$ cat src/sv/mhcd_pkg.sv
package mhcd_pkg;

    localparam int unsigned CFG_W     = 7;
    localparam int unsigned CFG_IDX_W = 3;

    // register map
    typedef enum logic [CFG_IDX_W-1:0] {
        CFG_SHIFT_CC    = 3'd0,
        CFG_KNOB8_NOTE  = 3'd1,
        CFG_KNOB1_NOTE  = 3'd2,
        CFG_VOLUME_NOTE = 3'd3,
        CFG_WHEEL_NOTE  = 3'd4,
        CFG_PRESSED_VAL = 3'd5
    } cfg_idx_t;

    localparam logic [CFG_W-1:0] RST_SHIFT_CC    = 7'd49;
    localparam logic [CFG_W-1:0] RST_KNOB8_NOTE  = 7'd7;
    localparam logic [CFG_W-1:0] RST_KNOB1_NOTE  = 7'd0;
    localparam logic [CFG_W-1:0] RST_VOLUME_NOTE = 7'd8;
    localparam logic [CFG_W-1:0] RST_WHEEL_NOTE  = 7'd9;
    localparam logic [CFG_W-1:0] RST_PRESSED_VAL = 7'd127;

    // MIDI / USB-MIDI codes
    localparam logic [7:0] STATUS_CONTROL = 8'hB0;
    localparam logic [7:0] STATUS_NOTE_ON = 8'h90;
    localparam logic [3:0] CABLE_LAST     = 4'hF;
    localparam logic [3:0] CIN_MISC       = 4'h1;
    localparam logic [3:0] CIN_CABLE_EVT  = 4'h2;
    localparam logic [3:0] CIN_CONTROL    = 4'hB;

    typedef struct packed {
        logic [CFG_W-1:0] shift_controller;
        logic [CFG_W-1:0] knob8_note;
        logic [CFG_W-1:0] knob1_note;
        logic [CFG_W-1:0] volume_note;
        logic [CFG_W-1:0] wheel_note;
        logic [CFG_W-1:0] pressed_value;
    } cfg_t;

    typedef struct packed {
        logic [7:0] header_byte;
        logic [7:0] status_byte;
        logic [7:0] data_one;
        logic [7:0] data_two;
    } pkt_t;

    typedef struct packed {
        logic packet_ignored;
        logic shift_held;
        logic volume_touched;
        logic knob8_touched;
        logic knob1_touched;
        logic wheel_touched;
        logic launch_pulse;
        logic view_mode;
        logic mode_toggled;
    } res_t;

endpackage

$ cat src/sv/mhcd_pkt_if.sv
interface mhcd_pkt_if;
    logic       valid;
    logic       ready;
    logic [7:0] header_byte;
    logic [7:0] status_byte;
    logic [7:0] data_one;
    logic [7:0] data_two;

    modport source (
        output valid, header_byte, status_byte, data_one, data_two,
        input  ready
    );
    modport sink (
        input  valid, header_byte, status_byte, data_one, data_two,
        output ready
    );
endinterface

$ cat src/sv/mhcd_res_if.sv
interface mhcd_res_if;
    logic valid;
    logic ready;
    logic packet_ignored;
    logic shift_held;
    logic volume_touched;
    logic knob8_touched;
    logic knob1_touched;
    logic wheel_touched;
    logic launch_pulse;
    logic view_mode;
    logic mode_toggled;

    modport source (
        output valid, packet_ignored, shift_held, volume_touched, knob8_touched,
               knob1_touched, wheel_touched, launch_pulse, view_mode, mode_toggled,
        input  ready
    );
    modport sink (
        input  valid, packet_ignored, shift_held, volume_touched, knob8_touched,
               knob1_touched, wheel_touched, launch_pulse, view_mode, mode_toggled,
        output ready
    );
endinterface

$ cat src/sv/mhcd_cfg_regs.sv
module mhcd_cfg_regs (
    input  logic                             clk,
    input  logic                             rst_n,
    input  logic                             cfg_we,
    input  logic [mhcd_pkg::CFG_IDX_W-1:0]   cfg_index,
    input  logic [mhcd_pkg::CFG_W-1:0]       cfg_data,
    output mhcd_pkg::cfg_t                   cfg
);

    mhcd_pkg::cfg_t cfg_reg;
    mhcd_pkg::cfg_t cfg_next;

    always_comb
    begin
        cfg_next = cfg_reg;
        if (cfg_we)
        begin
            unique case (mhcd_pkg::cfg_idx_t'(cfg_index))
                mhcd_pkg::CFG_SHIFT_CC:    cfg_next.shift_controller = cfg_data;
                mhcd_pkg::CFG_KNOB8_NOTE:  cfg_next.knob8_note       = cfg_data;
                mhcd_pkg::CFG_KNOB1_NOTE:  cfg_next.knob1_note       = cfg_data;
                mhcd_pkg::CFG_VOLUME_NOTE: cfg_next.volume_note      = cfg_data;
                mhcd_pkg::CFG_WHEEL_NOTE:  cfg_next.wheel_note       = cfg_data;
                mhcd_pkg::CFG_PRESSED_VAL: cfg_next.pressed_value    = cfg_data;
                default:                   cfg_next = cfg_reg;  // unmapped index
            endcase
        end
    end

    always_ff @(posedge clk or negedge rst_n)
    begin
        if (!rst_n)
        begin
            cfg_reg.shift_controller <= mhcd_pkg::RST_SHIFT_CC;
            cfg_reg.knob8_note       <= mhcd_pkg::RST_KNOB8_NOTE;
            cfg_reg.knob1_note       <= mhcd_pkg::RST_KNOB1_NOTE;
            cfg_reg.volume_note      <= mhcd_pkg::RST_VOLUME_NOTE;
            cfg_reg.wheel_note       <= mhcd_pkg::RST_WHEEL_NOTE;
            cfg_reg.pressed_value    <= mhcd_pkg::RST_PRESSED_VAL;
        end
        else
        begin
            cfg_reg <= cfg_next;
        end
    end

    assign cfg = cfg_reg;

endmodule

$ cat src/sv/mhcd_core.sv
module mhcd_core (
    input  logic            clk,
    input  logic            rst_n,
    input  logic            fire,     // packet in the input stage moves on this edge
    input  mhcd_pkg::pkt_t  pkt,
    input  mhcd_pkg::cfg_t  cfg,
    output mhcd_pkg::res_t  res
);

    logic shift_reg,  shift_next;
    logic volume_reg, volume_next;
    logic knob8_reg,  knob8_next;
    logic knob1_reg,  knob1_next;
    logic wheel_reg,  wheel_next;
    logic launched_reg, launched_next;
    logic lock_reg,   lock_next;
    logic mode_reg,   mode_next;

    logic [3:0] cable;
    logic [3:0] cin;
    logic       dropped;
    logic       pressed;
    logic       is_cc;
    logic       is_note;
    logic       launch_combo;
    logic       toggle_combo;
    logic       pulse;
    logic       toggled;

    assign cable = pkt.header_byte[7:4];
    assign cin   = pkt.header_byte[3:0];

    always_comb
    begin
        dropped = (pkt.header_byte == 8'h00)
               || (cin == mhcd_pkg::CIN_MISC) || (cin == mhcd_pkg::CIN_CABLE_EVT)
               || (cable == mhcd_pkg::CABLE_LAST && cin == mhcd_pkg::CIN_CONTROL
                   && pkt.status_byte == mhcd_pkg::STATUS_CONTROL)
               || (pkt.status_byte == 8'h00 && pkt.data_one == 8'h00
                   && pkt.data_two == 8'h00);

        // data byte with MSB set never matches a 7-bit register
        pressed = (pkt.data_two == {1'b0, cfg.pressed_value});
        is_cc   = !dropped && (pkt.status_byte == mhcd_pkg::STATUS_CONTROL);
        is_note = !dropped && (pkt.status_byte == mhcd_pkg::STATUS_NOTE_ON);

        shift_next  = (is_cc && pkt.data_one == {1'b0, cfg.shift_controller})
                      ? pressed : shift_reg;
        knob8_next  = (is_note && pkt.data_one == {1'b0, cfg.knob8_note})
                      ? pressed : knob8_reg;
        knob1_next  = (is_note && pkt.data_one == {1'b0, cfg.knob1_note})
                      ? pressed : knob1_reg;
        volume_next = (is_note && pkt.data_one == {1'b0, cfg.volume_note})
                      ? pressed : volume_reg;
        wheel_next  = (is_note && pkt.data_one == {1'b0, cfg.wheel_note})
                      ? pressed : wheel_reg;

        launch_combo = shift_next && volume_next && knob8_next;
        toggle_combo = shift_next && volume_next && knob1_next;

        pulse   = !dropped && launch_combo && !launched_reg;
        toggled = !dropped && toggle_combo && !lock_reg;

        launched_next = launched_reg || pulse;
        mode_next     = mode_reg ^ toggled;
        // lock stays set exactly while the toggle combo is held
        lock_next     = dropped ? lock_reg : toggle_combo;

        res.packet_ignored = dropped;
        res.shift_held     = shift_next;
        res.volume_touched = volume_next;
        res.knob8_touched  = knob8_next;
        res.knob1_touched  = knob1_next;
        res.wheel_touched  = wheel_next;
        res.launch_pulse   = pulse;
        res.view_mode      = mode_next;
        res.mode_toggled   = toggled;
    end

    always_ff @(posedge clk or negedge rst_n)
    begin
        if (!rst_n)
        begin
            shift_reg    <= 1'b0;
            volume_reg   <= 1'b0;
            knob8_reg    <= 1'b0;
            knob1_reg    <= 1'b0;
            wheel_reg    <= 1'b0;
            launched_reg <= 1'b0;
            lock_reg     <= 1'b0;
            mode_reg     <= 1'b0;
        end
        else if (fire)
        begin
            shift_reg    <= shift_next;
            volume_reg   <= volume_next;
            knob8_reg    <= knob8_next;
            knob1_reg    <= knob1_next;
            wheel_reg    <= wheel_next;
            launched_reg <= launched_next;
            lock_reg     <= lock_next;
            mode_reg     <= mode_next;
        end
    end

    // launch fires once until reset
    assert property (@(posedge clk) disable iff (!rst_n)
        launched_reg |-> !res.launch_pulse)
        else $error("launch pulse repeated");

    // mode only changes by a reported toggle
    assert property (@(posedge clk) disable iff (!rst_n)
        mode_reg != $past(mode_reg) |-> $past(fire && res.mode_toggled))
        else $error("display mode changed without toggle");

    // dropped packet leaves every flag alone
    assert property (@(posedge clk) disable iff (!rst_n)
        fire && res.packet_ignored |=> $stable({shift_reg, volume_reg, knob8_reg,
                                                knob1_reg, wheel_reg, launched_reg,
                                                lock_reg, mode_reg}))
        else $error("state changed on dropped packet");

    // no toggle while the lock is held
    assert property (@(posedge clk) disable iff (!rst_n)
        lock_reg |-> !res.mode_toggled)
        else $error("toggle while locked");

endmodule

$ cat src/sv/midi_hotkey_combo_detector.sv
// USB-MIDI hotkey combo detector. Takes one four-byte event packet per
// transaction on pkt and returns exactly one result transaction on res for
// each, in order. Throughput is one packet per clock while res.ready is
// high; a packet passes the input stage, then the result register. The
// flag update for a packet is done in the cycle it leaves the input stage,
// so the next packet sees the updated state with no bubble. Configuration
// registers are written through cfg_we/cfg_index/cfg_data (index 0..5,
// others ignored) and must only be written while no packet is in flight.
module midi_hotkey_combo_detector (
    input  logic                            clk,
    input  logic                            rst_n,
    mhcd_pkt_if.sink                        pkt,
    mhcd_res_if.source                      res,
    input  logic                            cfg_we,
    input  logic [mhcd_pkg::CFG_IDX_W-1:0]  cfg_index,
    input  logic [mhcd_pkg::CFG_W-1:0]      cfg_data
);

    mhcd_pkg::cfg_t cfg;
    mhcd_pkg::pkt_t pkt_reg;
    mhcd_pkg::res_t res_reg;
    mhcd_pkg::res_t res_next;
    logic           in_valid_reg;
    logic           out_valid_reg;
    logic           advance;   // input stage hands its packet to the result register
    logic           accept;

    mhcd_cfg_regs u_cfg (
        .clk       (clk),
        .rst_n     (rst_n),
        .cfg_we    (cfg_we),
        .cfg_index (cfg_index),
        .cfg_data  (cfg_data),
        .cfg       (cfg)
    );

    mhcd_core u_core (
        .clk   (clk),
        .rst_n (rst_n),
        .fire  (advance),
        .pkt   (pkt_reg),
        .cfg   (cfg),
        .res   (res_next)
    );

    // Two-stage pipe: each stage loads whenever the one downstream frees up.
    assign advance   = in_valid_reg && (!out_valid_reg || res.ready);
    assign pkt.ready = !in_valid_reg || advance;
    assign accept    = pkt.valid && pkt.ready;

    always_ff @(posedge clk or negedge rst_n)
    begin
        if (!rst_n)
        begin
            in_valid_reg  <= 1'b0;
            out_valid_reg <= 1'b0;
        end
        else
        begin
            if (pkt.ready)
            begin
                in_valid_reg <= pkt.valid;
            end
            if (advance)
            begin
                out_valid_reg <= 1'b1;
            end
            else if (res.ready)
            begin
                out_valid_reg <= 1'b0;
            end
        end
    end

    // payload registers, no reset needed
    always_ff @(posedge clk)
    begin
        if (accept)
        begin
            pkt_reg.header_byte <= pkt.header_byte;
            pkt_reg.status_byte <= pkt.status_byte;
            pkt_reg.data_one    <= pkt.data_one;
            pkt_reg.data_two    <= pkt.data_two;
        end
        if (advance)
        begin
            res_reg <= res_next;
        end
    end

    assign res.valid          = out_valid_reg;
    assign res.packet_ignored = res_reg.packet_ignored;
    assign res.shift_held     = res_reg.shift_held;
    assign res.volume_touched = res_reg.volume_touched;
    assign res.knob8_touched  = res_reg.knob8_touched;
    assign res.knob1_touched  = res_reg.knob1_touched;
    assign res.wheel_touched  = res_reg.wheel_touched;
    assign res.launch_pulse   = res_reg.launch_pulse;
    assign res.view_mode      = res_reg.view_mode;
    assign res.mode_toggled   = res_reg.mode_toggled;

endmodule
$ cat src/flat_wrapper.sv
// flat-port wrapper written by rule: the top's interface ports become plain ports
module midi_hotkey_combo_detector_flat 
  (clk, rst_n, cfg_we, cfg_index, cfg_data, pkt_valid, pkt_header_byte, pkt_status_byte, pkt_data_one, pkt_data_two, pkt_ready, res_valid, res_packet_ignored, res_shift_held, res_volume_touched, res_knob8_touched, res_knob1_touched, res_wheel_touched, res_launch_pulse, res_view_mode, res_mode_toggled, res_ready);
  mhcd_pkt_if pkt_i ();
  mhcd_res_if res_i ();
  input  logic clk;
  input  logic rst_n;
  input  logic cfg_we;
  input  logic [mhcd_pkg::CFG_IDX_W-1:0] cfg_index;
  input  logic [mhcd_pkg::CFG_W-1:0] cfg_data;
  input wire logic [$bits(pkt_i.valid)-1:0] pkt_valid;
  input wire logic [$bits(pkt_i.header_byte)-1:0] pkt_header_byte;
  input wire logic [$bits(pkt_i.status_byte)-1:0] pkt_status_byte;
  input wire logic [$bits(pkt_i.data_one)-1:0] pkt_data_one;
  input wire logic [$bits(pkt_i.data_two)-1:0] pkt_data_two;
  output wire logic [$bits(pkt_i.ready)-1:0] pkt_ready;
  output wire logic [$bits(res_i.valid)-1:0] res_valid;
  output wire logic [$bits(res_i.packet_ignored)-1:0] res_packet_ignored;
  output wire logic [$bits(res_i.shift_held)-1:0] res_shift_held;
  output wire logic [$bits(res_i.volume_touched)-1:0] res_volume_touched;
  output wire logic [$bits(res_i.knob8_touched)-1:0] res_knob8_touched;
  output wire logic [$bits(res_i.knob1_touched)-1:0] res_knob1_touched;
  output wire logic [$bits(res_i.wheel_touched)-1:0] res_wheel_touched;
  output wire logic [$bits(res_i.launch_pulse)-1:0] res_launch_pulse;
  output wire logic [$bits(res_i.view_mode)-1:0] res_view_mode;
  output wire logic [$bits(res_i.mode_toggled)-1:0] res_mode_toggled;
  input wire logic [$bits(res_i.ready)-1:0] res_ready;
  assign pkt_i.valid = pkt_valid;
  assign pkt_i.header_byte = pkt_header_byte;
  assign pkt_i.status_byte = pkt_status_byte;
  assign pkt_i.data_one = pkt_data_one;
  assign pkt_i.data_two = pkt_data_two;
  assign pkt_ready = pkt_i.ready;
  assign res_valid = res_i.valid;
  assign res_packet_ignored = res_i.packet_ignored;
  assign res_shift_held = res_i.shift_held;
  assign res_volume_touched = res_i.volume_touched;
  assign res_knob8_touched = res_i.knob8_touched;
  assign res_knob1_touched = res_i.knob1_touched;
  assign res_wheel_touched = res_i.wheel_touched;
  assign res_launch_pulse = res_i.launch_pulse;
  assign res_view_mode = res_i.view_mode;
  assign res_mode_toggled = res_i.mode_toggled;
  assign res_i.ready = res_ready;
  midi_hotkey_combo_detector u_core (.clk(clk), .rst_n(rst_n), .pkt(pkt_i), .res(res_i), .cfg_we(cfg_we), .cfg_index(cfg_index), .cfg_data(cfg_data));
endmodule
$ cat config.mk
export PLATFORM = sky130hd
export DESIGN_NAME = midi_hotkey_combo_detector_flat
export DESIGN_NICKNAME = d
export VERILOG_FILES = /design/src/sv/mhcd_pkg.sv /design/src/sv/mhcd_pkt_if.sv /design/src/sv/mhcd_res_if.sv /design/src/sv/mhcd_cfg_regs.sv /design/src/sv/mhcd_core.sv /design/src/sv/midi_hotkey_combo_detector.sv /design/src/flat_wrapper.sv
export SDC_FILE = /design/constraint.sdc
export NUM_CORES = 1
export LEC_CHECK = 0
export BUFFER_PORTS_ARGS = -buffer_cell sky130_fd_sc_hd__buf_2
export CORE_ASPECT_RATIO = 0.9
export CORE_MARGIN = 2
export CORE_UTILIZATION = 60
export CTS_CLUSTER_DIAMETER = 30
export DETAILED_ROUTE_END_ITERATION = 16
export PLACE_DENSITY = 0.82
export SLEW_MARGIN = 20
export SYNTH_ARGS = -nofsm -noshare
export SYNTH_HDL_FRONTEND = slang
export SYNTH_HIERARCHICAL = 1
export SYNTH_SLANG_ARGS = --single-unit
$ cat constraint.sdc
create_clock -name clk -period 5.4 [get_ports clk]
set_clock_uncertainty 0.2 [all_clocks]
set_input_delay 0.81 -clock clk [delete_from_list [all_inputs] [get_ports clk]]
set_output_delay 0.81 -clock clk [all_outputs]
set_load 0.02 [all_outputs]
==> impl_metrics.yaml, run 1 <==
timing:
  drv_slew: 0
  fmax_ghz: 0.3254
  hold_viol_final: 0
  tightest_slew_ns: 1.000
  setup_tns_ns: 0
  rsz0062_at_grt: "false"
  relSlewSlack_pct: 32.37
  setup_viol: 0
  post-route-period-util_pct: 56.91
  min_period_ns: 3.073
critical_path:
  cp.required_ns: 5.30
  rr_worst_depth: 7
  rrSetupSlack_ns: 2.33
  endpoint_kind: "flip-flop"
  crit_chain: "or3_4 > nor4_4 > or4b_1 > or4_4 > a22oi_4 > nor4b_4 > xor2_1"
  arrival_ns: 2.97
  critPathCapture: "u_core/res.view_mode"
  reg2reg_from: "u_core/pkt_reg[19]"
  cp_slowest_cell: "or4b_1"
  slowest_delay_ns: 0.53
  crit_start: "u_core/pkt_reg[19]"
  critPathLaunchType: "flip-flop"
  worst-path-max-fanout: 4
  r2r-end: "u_core/res.view_mode"
  critical_path_class: "reg -> reg"
finish:
  drive_gt1_share_pct: 44.01
  areaGrowthSynthToFinish_pct: 11.65
  n_fill_cell: 459
  finalInstanceArea_sq_um: 4617
  antennaDiodeCount: 0
  final_nets: 376
  largest_reg_flops: 42
cts:
  clockRootBuffer: "clkbuf_8"
  cts_buffer_depth: 2
  numCtsBuffers: 9
  clk_latency_ns: 0.35
  post_cts_buffers: 0
  ctsResizeCount: 0
  clock-sinks: 93
  path_clk_slew_ns: 0.09
  htreeDepth: 3
  postCtsHoldBufs: 0
  cts_tree: "yes"
route:
  drc: 0
  vias_per_cell: 5.566
  routedWlPerCell_microns: 17.31
  first_pass_iters: 4
  drt_iter0_markers: 191
  vias: 2360
  drt-total-wl_microns: 7338
  ant_nets: 0
floorplanning:
  die_height_microns: 82.76
  dieArea_sq_um: 7573
  fp.dieW_microns: 91.51
  core_sq_um: 6621
  row_count: 28
  initial_utilization_pct: 62.45
  ios: 58
placement:
  place_congestion: 0.8179
  io_buffers: 57
  dpl_cell_area_sq_um: 4444
  hpwl_microns: 5398
synth:
  synth-adder-area-share_pct: 0
  synth.distinct_cells: 43
  synth_cells: 279
  synth_top_area_cell: "edfxtp_1"
  avgSynthCellArea_sq_um: 14.82
  ys_ff_latch: 93
  synth_top_family_by_area: "multiplexers"
  async_flop_share_pct: 55.91
  synth_area_leaders: "edfxtp_1, dfrtp_1, mux2_2"
  synth.area.mux_share_pct: 12.77
  yosys_warnings: 6
  synth.cell_area_sq_um: 4135
  synthesis.nets: 326
  ys.flop_type: "edfxtp_1"
  netlist.area_leader.share_pct: 29.77
  synth-compound-area-share_pct: 2.148
  yosysSeqAreaShare_pct: 61.72
  synth_edf_count: 41
  synthSimpleGateAreaFrac_pct: 11.01
  synthXorXnorAreaFrac_pct: 9.319
global_route:
  grt_overflow_total: 0
  grtUsageTotal_pct: 20.29
  antenna_found_initial: 0
  first_global_vias: 2262
  grt_pass1_wl_microns: 11350
  grt_max_degree: 53
pwr:
  power_mw: 1.669
  p_leak_nw: 1.831
  p_per_area_nw_per_um2: 361.5
  vdd_drop_max_mv: 0.2686
flow_run:
  cap_violations: 0
min_path:
  hold_class: "reg -> reg"
outcome:
  status: "complete, no violations"
-- per-layer routing --
metal,track usage [%],wire length (microns)
met5,0,0
met2,34.26,3658
met4,7.273,99
met3,4.628,277
met1,26.27,3302
-- worst max-delay path, delay by kind of cell (launching register included) --
kind,cells,cell delay [ns]
AND/OR/NAND/NOR,5,1.92
flip-flops,1,0.38
AO/OA/AOI/OAI,1,0.21
XOR/XNOR,1,0.11
-- cells by family (layout without fill, tap and decap cells) --
kind of cell,count (synthesis),count (layout)
and+or+nand+nor,61,61
DFF,93,93
buffers and inverters,23,78
muxes,47,47
xor gates and xnor gates,44,44
AOI/OAI and AO/OA,11,11
-- report_power, final --
group / internal (mW) / switching (mW)
sequential: 0.883 / 0.0833
combinational: 0.159 / 0.140
clock: 0.169 / 0.235
-- worst min path at each step --
stage                                from                         end  slack (ns)  depth (start not counted)
4_1_cts        u_core/u_core/launched_reg  u_core/u_core/launched_reg        0.29                          1
3_5_place_dp   u_core/u_core/launched_reg  u_core/u_core/launched_reg        0.26                          1
2_1_floorplan  u_core/u_core/launched_reg  u_core/u_core/launched_reg        0.24                          1
6_report           u_core/u_core/mode_reg      u_core/u_core/mode_reg        0.29                          1
3_3_place_gp   u_core/u_core/launched_reg  u_core/u_core/launched_reg        0.27                          1
5_1_grt            u_core/u_core/mode_reg      u_core/u_core/mode_reg        0.32                          1
-- metrics by stage --
step / setup slack, ns / hold slack, ns / instances / util, %
5_1_grt: 2.200 / 0.3190 / 424 / 69.73
6_report: 2.327 / 0.2892 / 424 / 69.73
2_1_floorplan: 2.406 / 0.2447 / 279 / -
3_3_place_gp: 2.437 / 0.2658 / 408 / 67.12
3_5_place_dp: 2.337 / 0.2641 / 408 / 67.12
4_1_cts: 2.323 / 0.2888 / 424 / 69.73
-- layout make-up --
class | count | area, sq um | area share (%)
Sequential cell | 93 | 2552 | 55.28
Clock buffer | 9 | 123.9 | 2.683
Inverter | 2 | 7.507 | 0.1626
Clock inverter | 7 | 48.80 | 1.057
Timing Repair Buffer | 60 | 307.8 | 6.667
Multi-Input combinational cell | 163 | 1464 | 31.71
Tap cell | 90 | 112.6 | 2.439
-- cell usage in the layout, fill, tap and decap left out, types with 2 or more instances in the layout --
| cell | netlist | layout |
|---|---|---|
| buf_2 | 3 | 57 |
| inv_1 | 2 | 2 |
| nor4b_4 | 2 | 2 |
| dfstp_2 | 16 | 16 |
| clkbuf_8 | 0 | 9 |
| xor2_1 | 30 | 30 |
| nand4b_1 | 3 | 3 |
| nor2_1 | 7 | 7 |
| edfxtp_1 | 41 | 41 |
| nand2b_1 | 3 | 3 |
| nand2_1 | 5 | 5 |
| nand4_1 | 5 | 5 |
| mux2_2 | 45 | 45 |
| xnor2_1 | 14 | 14 |
| buf_4 | 9 | 3 |
| nand3_1 | 5 | 5 |
| clkinv_2 | 0 | 3 |
| or4_1 | 3 | 3 |
| inv_6 | 0 | 2 |
| nor3_1 | 6 | 6 |
| nor4bb_1 | 4 | 3 |
| nor4_1 | 9 | 9 |
| a31oi_1 | 2 | 2 |
| o21ai_1 | 2 | 2 |
| dfrtp_1 | 36 | 36 |
-- cell usage after synthesis, drive strengths merged (3+ instances only) --
library cell  number
mux2              46
edfxtp            41
dfrtp             36
xor2              30
dfstp             16
xnor2             14
buf               13
nor4              10
clkbuf             8
nor2               7
nor3               6
nand2              5
nand3              5
nand4              5
nor4b              4
nor4bb             4
or4                4
nand2b             3
nand4b             3
No activity file was read; power rests on OpenSTA's default activity.
==> inputs of run 2 (changes only) <==
--- a/config.mk
+++ b/config.mk
@@ -8,10 +8,10 @@
 export BUFFER_PORTS_ARGS = -buffer_cell sky130_fd_sc_hd__buf_2
 export CORE_ASPECT_RATIO = 0.9
 export CORE_MARGIN = 2
-export CORE_UTILIZATION = 60
+export CORE_UTILIZATION = 51
 export CTS_CLUSTER_DIAMETER = 30
 export DETAILED_ROUTE_END_ITERATION = 16
-export PLACE_DENSITY = 0.82
+export PLACE_DENSITY = 0.74
 export SLEW_MARGIN = 20
 export SYNTH_ARGS = -nofsm -noshare
 export SYNTH_HDL_FRONTEND = slang
==> constraint.sdc (replaced) <==
create_clock -name clk -period 2.7 [get_ports clk]
set_clock_uncertainty 0.2 [all_clocks]
set_input_delay 0.405 -clock clk [delete_from_list [all_inputs] [get_ports clk]]
set_output_delay 0.405 -clock clk [all_outputs]
set_load 0.02 [all_outputs]
==> run 2 against run 1 <==
Effect of this change: the run now ends with negative setup slack left; total power rose by 110%; non-clock buffer count increased by 43; sequential cell count is the same; clock power increased by 120%; wire length up 7.4%; core utilization is 6.4 points lower; die area up 17%; register-to-register slack worse by 2.5 ns; combinational power grew 130%; final cell count is 12% higher; fmax up 6.6%; sequential power increased by 98%; critical endpoint unchanged.
==> impl_metrics.yaml, run 2 (synthesis results as in run 1) <==
route:
  vias_per_cell: 5.233
  first_pass_iters: 4
  drt_iter0_markers: 112
  drt-total-wl_microns: 7883
  routedWlPerCell_microns: 16.56
  ant_nets: 0
  drc: 0
  vias: 2491
pwr:
  p_per_area_nw_per_um2: 696.8
  p_leak_nw: 2.043
  vdd_drop_max_mv: 0.3209
global_route:
  antenna_found_initial: 0
  grtUsageTotal_pct: 19.18
  grt_overflow_total: 0
  grt_pass1_wl_microns: 12720
  grt_max_degree: 33
  first_global_vias: 2548
cts:
  clockRootBuffer: "clkbuf_8"
  cts_buffer_depth: 2
  htreeDepth: 3
  path_clk_slew_ns: 0.09
  clock-sinks: 93
  cts_tree: "yes"
  numCtsBuffers: 9
  clk_latency_ns: 0.36
placement:
  place_congestion: 0.7814
  io_buffers: 57
  hpwl_microns: 5757
  dpl_cell_area_sq_um: 4687
  placed_cells: 447
finish:
  layout_common_cells: "buf_2, mux2_2, edfxtp_1"
  final_core_util_pct: 63.37
  largest_reg_flops: 42
  areaGrowthSynthToFinish_pct: 21.85
  finalInstanceArea_sq_um: 5039
  antennaDiodeCount: 0
  drive_gt1_share_pct: 47.21
  layout_commonest_cell: "buf_2"
  n_fill_cell: 590
  final_nets: 419
  layout.cells.non_filler: 476
floorplanning:
  initial_utilization_pct: 52.01
  dieArea_sq_um: 8845
  die_height_microns: 89.43
  fp.dieW_microns: 98.92
  row_count: 31
  core_sq_um: 7951
  ios: 58
timing:
  rsz0062_at_grt: "true"
  hold_viol_final: 0
  setup_tns_ns: -0.6500
  post-route-period-util_pct: 106.8
  tightest_slew_ns: 0.6449
  fmax_ghz: 0.3469
  worst_slack_ns: -0.1828
  setup_viol: 7
  drv_slew: 0
  relSlewSlack_pct: 56.82
  min_period_ns: 2.883
flow_run:
  cap_violations: 0
outcome:
  violations: "negative setup slack"
  status: "finished with violations"
critical_path:
  cp.required_ns: 2.61
  rr_worst_depth: 7
  worst-path-max-fanout: 3
  critical_path_class: "reg -> reg"
  endpoint_kind: "flip-flop"
  slowest_delay_ns: 0.51
  cp_top_family: "simple AND/OR/NAND/NOR gates"
  crit_chain: "or3_4 > nor4_4 > or4b_4 > or4_4 > a22oi_4 > nor4b_4 > xor2_1"
  cp.buffers_inverters: 0
  critPathLaunchType: "flip-flop"
  cp_slowest_cell: "or4b_4"
  path_depth: 7
  arrival_ns: 2.79
min_path:
  hold_class: "in -> reg"
  holdPathStages: 1
-- run 2: changes by cell type in the layout (fill, tap and decap cells not counted), sizes merged --
| cell | change |
|---|---|
| clkinv | -3 |
| clkinvlp | +3 |
| buf | +30 |
| clkbuf | +1 |
| inv | -2 |
| bufinv | +1 |
| dlygate4sd3 | +13 |
-- run 2: routing by layer --
metal / vias up / wire (microns) / track usage, %
li1: 1193 / - / -
met1: 1242 / 3597 / 24.46
met2: 47 / 3908 / 33.35
met3: 9 / 289 / 4.613
met4: 0 / 89 / 5.230
met5: - / 0 / 0
-- run 2: power breakdown --
part / switching, mW / internal, mW
Combinational: 0.312 / 0.381
Clock: 0.481 / 0.425
Sequential: 0.146 / 1.77
Total: 0.940 / 2.57
-- run 2: stage by stage --
step                      hold WS (ns)  setup WS [ns]  power [mW]
after floorplan               -0.09059        -0.2939       2.420
after global placement          0.2566        -0.2123       2.581
after detailed placement        0.2664        -0.2542       2.614
after CTS                    0.0004796        -0.1909       3.547
after global routing         0.0003305        -0.2733       3.694
final                          0.01704        -0.1828       3.511
-- run 2: final cells by class --
type,count,area [sq um],share of cell area (%)
clock buffer,10,127.6,2.533
clock inverter,6,63.81,1.266
inverter,2,7.507,0.1490
multi-input combinational,163,1488,29.53
sequential,93,2552,50.66
tap,99,123.9,2.458
timing repair buffer,103,675.6,13.41
-- run 2: path summary, 6_finish.rpt --
check / from / to / slack, ns
worst max-delay path: u_core/pkt_reg[19] / u_core/res.view_mode / -0.18
worst min-delay path: pkt_status_byte[5] / u_core/pkt_reg[21] / 0.02
worst max register to register: u_core/pkt_reg[19] / u_core/res.view_mode / -0.18
worst min register to register: u_core/u_core/launched_reg / u_core/u_core/launched_reg / 0.30
max in group asynchronous: rst_n / u_core/u_cfg/cfg[6] / 1.26
min in group asynchronous: rst_n / u_core/u_cfg/cfg[36] / 0.39
-- run 2: what timing repair did --
action	in CTS	in global routing
pin swaps	2	0
gates resized for setup	5	1
buffers inserted	0	0
hold buffers	13	0
endpoints found under the hold margin	34	0
endpoints found under the setup margin	8	9
-- run 2: worst register-to-register path: stages, from the launching register on --
cell and delay, ns:
edfxtp_1 0.38, or3_4 0.41, nor4_4 0.17, or4b_4 0.51, or4_4 0.45, a22oi_4 0.17
nor4b_4 0.25, xor2_1 0.10
==> inputs of run 3 (changes only) <==
--- a/config.mk
+++ b/config.mk
@@ -6,7 +6,7 @@
 export NUM_CORES = 1
 export LEC_CHECK = 0
 export BUFFER_PORTS_ARGS = -buffer_cell sky130_fd_sc_hd__buf_2
-export CORE_ASPECT_RATIO = 0.9
+export CORE_ASPECT_RATIO = 1.2
 export CORE_MARGIN = 2
 export CORE_UTILIZATION = 51
 export CTS_CLUSTER_DIAMETER = 30
==> run 3 against run 2 <==
Effect of this change: the flow still finishes with violations (negative setup slack); sequential share of layout area grew 0.34 points; sequential power is essentially flat; first-iteration DRC count down 43%; via count up 0.60%; wire length rose by 0.98%; register-to-register slack worse by 0.02 ns; count of clock-buffer cells in the layout is the same; highest routed layer unchanged.
==> impl_metrics.yaml, run 3 (synthesis results as in run 1) <==
timing:
  worst_slack_ns: -0.2049
  fmax_ghz: 0.3442
  min_period_ns: 2.905
  setup_viol: 6
  relSlewSlack_pct: 55.04
  tightest_slew_ns: 0.6744
  setup_tns_ns: -0.6928
  post-route-period-util_pct: 107.6
  hold-worst-slack_ns: 0.01346
  rsz0062_at_grt: "true"
  drv_slew: 0
  hold_viol_final: 0
critical_path:
  critical_path_class: "reg -> reg"
  worst-path-max-fanout: 3
  rr_worst_depth: 7
  crit_start: "u_core/pkt_reg[19]"
  critPathCapture: "u_core/res.view_mode"
  r2r-end: "u_core/res.view_mode"
  critPathLaunchType: "flip-flop"
  cp.required_ns: 2.61
  slowest_delay_ns: 0.51
  arrival_ns: 2.82
  cp_slowest_cell: "or4b_4"
  reg2reg_from: "u_core/pkt_reg[19]"
  rrSetupSlack_ns: -0.20
  endpoint_kind: "flip-flop"
  crit_chain: "or3_4 > nor4_4 > or4b_4 > or4_4 > a22oi_4 > nor4b_4 > xor2_1"
cts:
  cts_tree: "yes"
  cts_buffer_depth: 2
  clockRootBuffer: "clkbuf_8"
  path_clk_slew_ns: 0.09
  numCtsBuffers: 9
  clock-sinks: 93
  clk_latency_ns: 0.36
  htreeDepth: 3
finish:
  final_nets: 418
  layout_commonest_cell: "buf_2"
  drive_gt1_share_pct: 46.81
  largest_reg_flops: 42
  layout.cells.non_filler: 471
  areaGrowthSynthToFinish_pct: 21.03
  antennaDiodeCount: 0
  layout_common_cells: "buf_2, mux2_2, edfxtp_1"
route:
  routedWlPerCell_microns: 16.90
  first_pass_iters: 5
  drc: 0
  vias_per_cell: 5.321
  drt-total-wl_microns: 7960
  vias: 2506
  ant_nets: 0
  drt_iter0_markers: 64
floorplanning:
  initial_utilization_pct: 51.58
  core_sq_um: 8018
  die_height_microns: 102.6
  ios: 58
  fp.dieW_microns: 86.20
  row_count: 36
  dieArea_sq_um: 8848
min_path:
  hold_class: "in -> reg"
pwr:
  p_per_area_nw_per_um2: 684.9
  vdd_drop_max_mv: 0.3663
  p_leak_nw: 2.035
outcome:
  status: "finished with violations"
  violations: "negative setup slack"
global_route:
  grt_max_degree: 53
  grt_overflow_total: 0
  grtUsageMet1_pct: 24.17
  grt_pass1_wl_microns: 12970
  grt_use_met2_pct: 33.51
  grtUsageMet3_pct: 3.203
  antenna_found_initial: 0
  grt.busiest_layer: "met2"
  grtUsageTotal_pct: 19.85
  first_global_vias: 2561
placement:
  dp_slack_ns: -0.2866
  hpwl_microns: 5637
  placed_cells: 438
  place_congestion: 0.7892
  io_buffers: 57
flow_run:
  cap_violations: 0
## run 3: cell types whose count changed in the layout (fill, tap and decap cells not counted), sizes merged
cell	change
bufinv	-1
buf	-4
clkinvlp	-2
inv	+1
clkinv	+2
dlygate4sd3	+3
## run 3: per-stage QoR
stage	util, %	cell area [sq um]	power, mW
3_5_place_dp	57.77	4632	2.624
3_3_place_gp	57.77	4632	2.586
4_1_cts	62.13	4981	3.458
2_1_floorplan	-	4135	2.420
6_report	62.42	5005	3.428
5_1_grt	62.42	5005	3.615
## run 3: power by group
part | internal (mW) | total (mW) | switching, mW
Combinational | 0.395 | 0.704 | 0.308
Clock | 0.332 | 0.804 | 0.472
Sequential | 1.77 | 1.92 | 0.154
Total | 2.49 | 3.43 | 0.934
## run 3: final cells by class
cell class,count,area [sq um]
clock buffer,10,127.6
sequential,93,2552
timing repair buffer,102,663.1
multi-input combinational,163,1496
fill,630,3013
inverter,2,7.507
clock inverter,6,38.79
tap,95,118.9
## run 3: what timing repair did
action / CTS / global route
setup buffers: 0 / 1
endpoints found under the setup margin: 11 / 9
pin swaps: 4 / 2
gates resized for setup: 4 / 4
hold buffers: 16 / 0
hold endpoints to repair: 51 / 0
## run 3: worst max-delay path: cells and delay by family (launching register included)
| family | cells | cell delay [ns] |
|---|---|---|
| AO/OA/AOI/OAI | 1 | 0.16 |
| AND/OR/NAND/NOR | 5 | 1.80 |
| XOR/XNOR | 1 | 0.10 |
| flip-flops | 1 | 0.39 |
## run 3: worst min-delay path by stage
stage | endpoint | cells past startpoint | start | slack [ns]
final | u_core/pkt_reg[16] | 1 | pkt_status_byte[0] | 0.01
after detailed placement | u_core/u_core/launched_reg | 1 | u_core/u_core/launched_reg | 0.26
after global routing | u_core/pkt_reg[23] | 1 | pkt_status_byte[7] | 0.0003
after CTS | u_core/pkt_reg[23] | 1 | pkt_status_byte[7] | 0.002
after floorplan | u_core/in_valid_reg | 0 | rst_n | -0.09
after global placement | u_core/u_core/launched_reg | 1 | u_core/u_core/launched_reg | 0.26
## run 3: metal layers
layer,part of all wire [%],vias up
met4,2.4,0
met1,41,1237
met3,3.5,18
li1,-,1192
met5,0,-
met2,53,59
